File: src/sv/sactl_pkg.sv
// shared types, constants and helper functions for the cache tag lookup
package sactl_pkg;

    localparam int DEF_WAYS        = 4;
    localparam int DEF_SETS        = 64;
    localparam int DEF_BLOCK_BYTES = 16;
    localparam int DEF_ADDR_BITS   = 32;

    localparam int ADDRESS_W   = 32;
    localparam int OUTCOME_W   = 2;
    localparam int SET_INDEX_W = 6;
    localparam int WAY_INDEX_W = 2;
    localparam int TAG_VALUE_W = 22;
    localparam int WAY_MAX_W   = 4;

    typedef enum logic [OUTCOME_W-1:0] {
        OUTCOME_HIT   = 2'd0,
        OUTCOME_FILL  = 2'd1,
        OUTCOME_EVICT = 2'd2
    } outcome_t;

    typedef struct packed {
        outcome_t               outcome;
        logic [WAY_MAX_W-1:0]   way;
    } lookup_t;

    function automatic int floor_log2(input int v);
        int n;
        int x;
        n = 0;
        x = v;
        while (x > 1)
        begin
            x = x >> 1;
            n = n + 1;
        end
        return n;
    endfunction

    function automatic int index_width(input int depth);
        return (depth > 1) ? $clog2(depth) : 1;
    endfunction

endpackage

File: src/sv/sactl_decide.sv
// way compare, fill and round-robin victim choice for one set
module sactl_decide
    import sactl_pkg::*;
#(
    parameter int WAYS  = DEF_WAYS,
    parameter int TAG_W = 22,
    parameter int PTR_W = 2
)
(
    input  logic [TAG_W-1:0]       tag,
    input  logic [WAYS*TAG_W-1:0]  cur_tags,
    input  logic [WAYS+PTR_W-1:0]  cur_state,
    output lookup_t                result,
    output logic [WAYS*TAG_W-1:0]  new_tags,
    output logic [WAYS+PTR_W-1:0]  new_state
);

    logic [WAYS-1:0]  valid;
    logic [PTR_W-1:0] ptr;
    logic [PTR_W-1:0] ptr_inc;
    logic             hit;
    logic [PTR_W-1:0] hit_way;
    logic             free;
    logic [PTR_W-1:0] free_way;
    logic [PTR_W-1:0] way;
    logic [WAYS-1:0]  valid_new;
    logic [PTR_W-1:0] ptr_new;

    assign valid   = cur_state[WAYS-1:0];
    assign ptr     = cur_state[WAYS +: PTR_W];
    assign ptr_inc = (ptr == PTR_W'(WAYS - 1)) ? '0 : ptr + 1'b1;

    // lowest matching way and lowest empty way
    always_comb
    begin
        hit      = 1'b0;
        hit_way  = '0;
        free     = 1'b0;
        free_way = '0;
        for (int w = WAYS - 1; w >= 0; w--)
        begin
            if (valid[w] && (cur_tags[w*TAG_W +: TAG_W] == tag))
            begin
                hit     = 1'b1;
                hit_way = PTR_W'(w);
            end
            if (!valid[w])
            begin
                free     = 1'b1;
                free_way = PTR_W'(w);
            end
        end
    end

    always_comb
    begin
        valid_new = valid;
        ptr_new   = ptr;
        if (hit)
        begin
            way            = hit_way;
            result.outcome = OUTCOME_HIT;
        end
        else if (free)
        begin
            way            = free_way;
            result.outcome = OUTCOME_FILL;
        end
        else
        begin
            way            = ptr;
            result.outcome = OUTCOME_EVICT;
            ptr_new        = ptr_inc;
        end
        result.way = WAY_MAX_W'(way);
        new_tags   = cur_tags;
        for (int w = 0; w < WAYS; w++)
        begin
            if (!hit && (way == PTR_W'(w)))
            begin
                valid_new[w]                 = 1'b1;
                new_tags[w*TAG_W +: TAG_W]   = tag;
            end
        end
        new_state = {ptr_new, valid_new};
    end

endmodule

File: config.mk
export PLATFORM = sky130hd
export DESIGN_NAME = sactl_decide
export DESIGN_NICKNAME = d
export VERILOG_FILES = /design/src/sv/sactl_pkg.sv /design/src/sv/sactl_decide.sv
export SDC_FILE = /design/constraint.sdc
export NUM_CORES = 1
export LEC_CHECK = 0
export ABC_AREA = 1
export BUFFER_PORTS_ARGS = -buffer_cell sky130_fd_sc_hd__buf_4
export CAP_MARGIN = 20
export CORE_UTILIZATION = 39
export DETAILED_ROUTE_END_ITERATION = 7
export GPL_TIMING_DRIVEN = 0
export PLACE_DENSITY_LB_ADDON = 0.2
export SYNTH_ARGS = -nofsm -noshare
export SYNTH_HDL_FRONTEND = slang
export SYNTH_SLANG_ARGS = --single-unit
File: constraint.sdc
create_clock -name vclk -period 2.21
set_input_delay 0.442 -clock vclk [all_inputs]
set_output_delay 0.442 -clock vclk [all_outputs]
set_load 0.01 [all_outputs]
==> impl_results.md <==
* Status: finished with violations
* Failing checks: setup timing
* Final count of hold timing violations at 0
* Initial Util at 0.4065
* Number of global-route vias before repair at 5900
* WP data required at 1.77 ns
* Via Count at 6762
* Die ar. at 9520 sq um
* Setup_tns at -61.89 ns
* Leak at 0.004199 uW
* First-pass GRT wire length at 30460 microns
* Tcrit/Tclk final at 1.347
* Area Growth Syn to Fin at 111.9%
* Main combinational cell family by area after synthesis: simple AND/OR/NAND/NOR gates
* Comb pwr share at 1.000
* Cell Int Power at 901.1 uW
* Pins Over Slew Limit at 0
* Routability cong. at 0.9906
* Overall routing resource usage at 0.4010
* Largest net degree at the start of global routing at 11
* IO Pins at 216
* Port buffer count at 200
* Drt wl/cell at 19.36 microns
* Warnings from Yosys at 0
* Antenna violations before repair at 1
* FFs & Latches at 0
* Setup WS pre-CTS at -0.8225 ns
* # setup viols final at 98
* N_diodes at 0
* Drt drc at 0
* Hold WC Path Type: input port to primary output
* Clock buffers at 0
* PnR worst setup slack at -0.7678 ns
* Post-detail-place hpwl at 14610 microns
* Post-synthesis mux area share at 0
* DR vias/cell at 5.635
* Crit path DAT at 2.54 ns
* DRT Wirelength at 23230 microns
* Max-cap viol count at 0
* Unique masters post-synth at 29
* Mapped Avg Cell Area at 4.392 sq um
* Final min period at 2.978 ns
* Die width at 97.57 microns
* Mapped Cells at 811
* Die Y at 97.57 microns
* Gr ovfl total at 0
* Initial DRT Pass Iterations at 7
* Fin nets at 1211
* Simple-gate share of the synthesized area at 0.6600
* Share of layout cells above drive strength 1 at 0.5128
* Power Dens Cells at 255.3 nW/um^2
* Final std cells w/o fill at 1200
* Max VDD drop at 0.1766 mV
* Switching power at 1026 uW
* Switching share of total power at 0.5324
* Rows at 34
* Register area at 0 sq um
* Worst Setup End Kind: primary output
* Compound-gate portion of the synthesized area at 0.1040
* Placed Cells at 1120
* Fill count at 526
* FMAX at 335.8 MHz
* Clock power share at 0
* Critical Path Fanout Max at 5
* Crit start category: input port
* CTS hold repair buffers at 0
* Worst setup path category: input port to primary output
* Seq/Total Area, Yosys at 0
* RSZ-0062 raised after global routing: yes
* Area of the core at 8763 sq um
* Worst Setup SP: cur_state[3]
* Post-route antenna net violation count at 0
* Reg power frac at 0
* Initial DRC Count at 610
* Synthesized area at 3562 sq um
* XOR/XNOR Fraction of Synth Area at 0.06147
* Hold path startpoint: cur_tags[4]
* Adder-cell share of the synthesized area at 0.003512
[power by group through the flow]
| stage | Sequential (uW) | Combinational [uW] | Clock (uW) |
|---|---|---|---|
| final | 0 | 1930 | 0 |
| after global routing | 0 | 2010 | 0 |
| after CTS | 0 | 1630 | 0 |
| after detailed placement | 0 | 1350 | 0 |
| after global placement | 0 | 1340 | 0 |
| after floorplan | 0 | 735 | 0 |
[what timing repair did]
action,4_1_cts,5_1_grt
gates cloned,8,6
gates resized for setup,203,157
endpoints found under the hold margin,0,0
setup endpoints to repair,98,98
buffers inserted,55,20
pin swaps,52,42
[placed cells by master, fill, tap and decap left out, drive strengths merged]
master / instances
nand2: 437
buf: 302
nor2: 101
inv: 93
o21ai: 66
xnor2: 17
nand3: 16
nand4: 15
clkbuf: 10
xor2: 8
clkinvlp: 7
a21oi: 4
nand3b: 4
or2: 4
o22ai: 2
conb: 2
and2: 1
o21bai: 1
nor3: 1
ha: 1
[routing by layer]
metal	wire length [microns]	global-route usage	vias up
met1	8440	0.5173	3015
met5	13	0	-
met3	2749	0.06475	136
li1	-	-	3034
met4	1346	0.1482	2
met2	10680	0.6670	575
[Yosys cell counts (2+ instances only)]
cell type	number	area (sq um)
inv_2	3	11.26
clkbuf_2	4	20.02
buf_4	3	22.52
nand4_2	2	25.02
inv_1	97	364.1
a21oi_1	4	20.02
buf_2	15	75.07
o22ai_1	2	12.51
nand4_1	13	81.33
or2_1	4	25.02
nor2_4	2	22.52
nand2_2	2	12.51
xnor2_1	17	148.9
nand3b_1	4	30.03
o21ai_0	60	300.3
nand3_1	12	60.06
xor2_1	8	70.07
nor2_1	98	367.9
buf_6	10	112.6
o21ai_1	6	30.03
nand3_4	3	52.55
nand2_1	435	1633
[worst max-delay path, cell delays in order]
cell and delay (ns):
buf_4 0.15, nand2_1 0.12, nor2_1 0.35, inv_1 0.10, o21ai_2 0.34, inv_1 0.24
nand3_4 0.16, nor2_4 0.07, buf_12 0.16, buf_8 0.14, nand2_4 0.06, nand2_2 0.06
buf_6 0.12
[path summary, 6_finish.rpt]
path / slack [ns] / depth (start not counted) / end
setup / recovery: -0.77 / 13 / new_tags[7]
hold / removal: 1.16 / 4 / new_tags[4]
[cells by family (layout without fill, tap and decap cells)]
kind of cell    after synthesis  after routing
fa+ha+maj                     1              1
simple gates                579            579
xor+xnor                     25             25
compound gates               73             73
buf+inv                     132            412
other cells                   1              2
[through the flow]
step / power (uW) / hold slack, ns / util / area (sq um)
detailed placement: 1347 / 1.171 / 0.6324 / 5542
global route: 2011 / 1.183 / 0.8615 / 7550
finish: 1927 / 1.161 / 0.8615 / 7550
floorplan: 735.5 / 0.9902 / - / 3905
CTS: 1627 / 1.173 / 0.7744 / 6787
global placement: 1343 / 1.170 / 0.6324 / 5542
[final cells by class]
| type | instances | area, sq um | share of cell area |
|---|---|---|---|
| Buffer | 32 | 409.1 | 0.05419 |
| Inverter | 100 | 444.2 | 0.05883 |
| Multi-Input combinational cell | 680 | 3913 | 0.5182 |
| Tap cell | 108 | 135.1 | 0.01790 |
| Timing Repair Buffer | 280 | 2649 | 0.3508 |
Note: power is estimated with default switching activity, not from simulation.
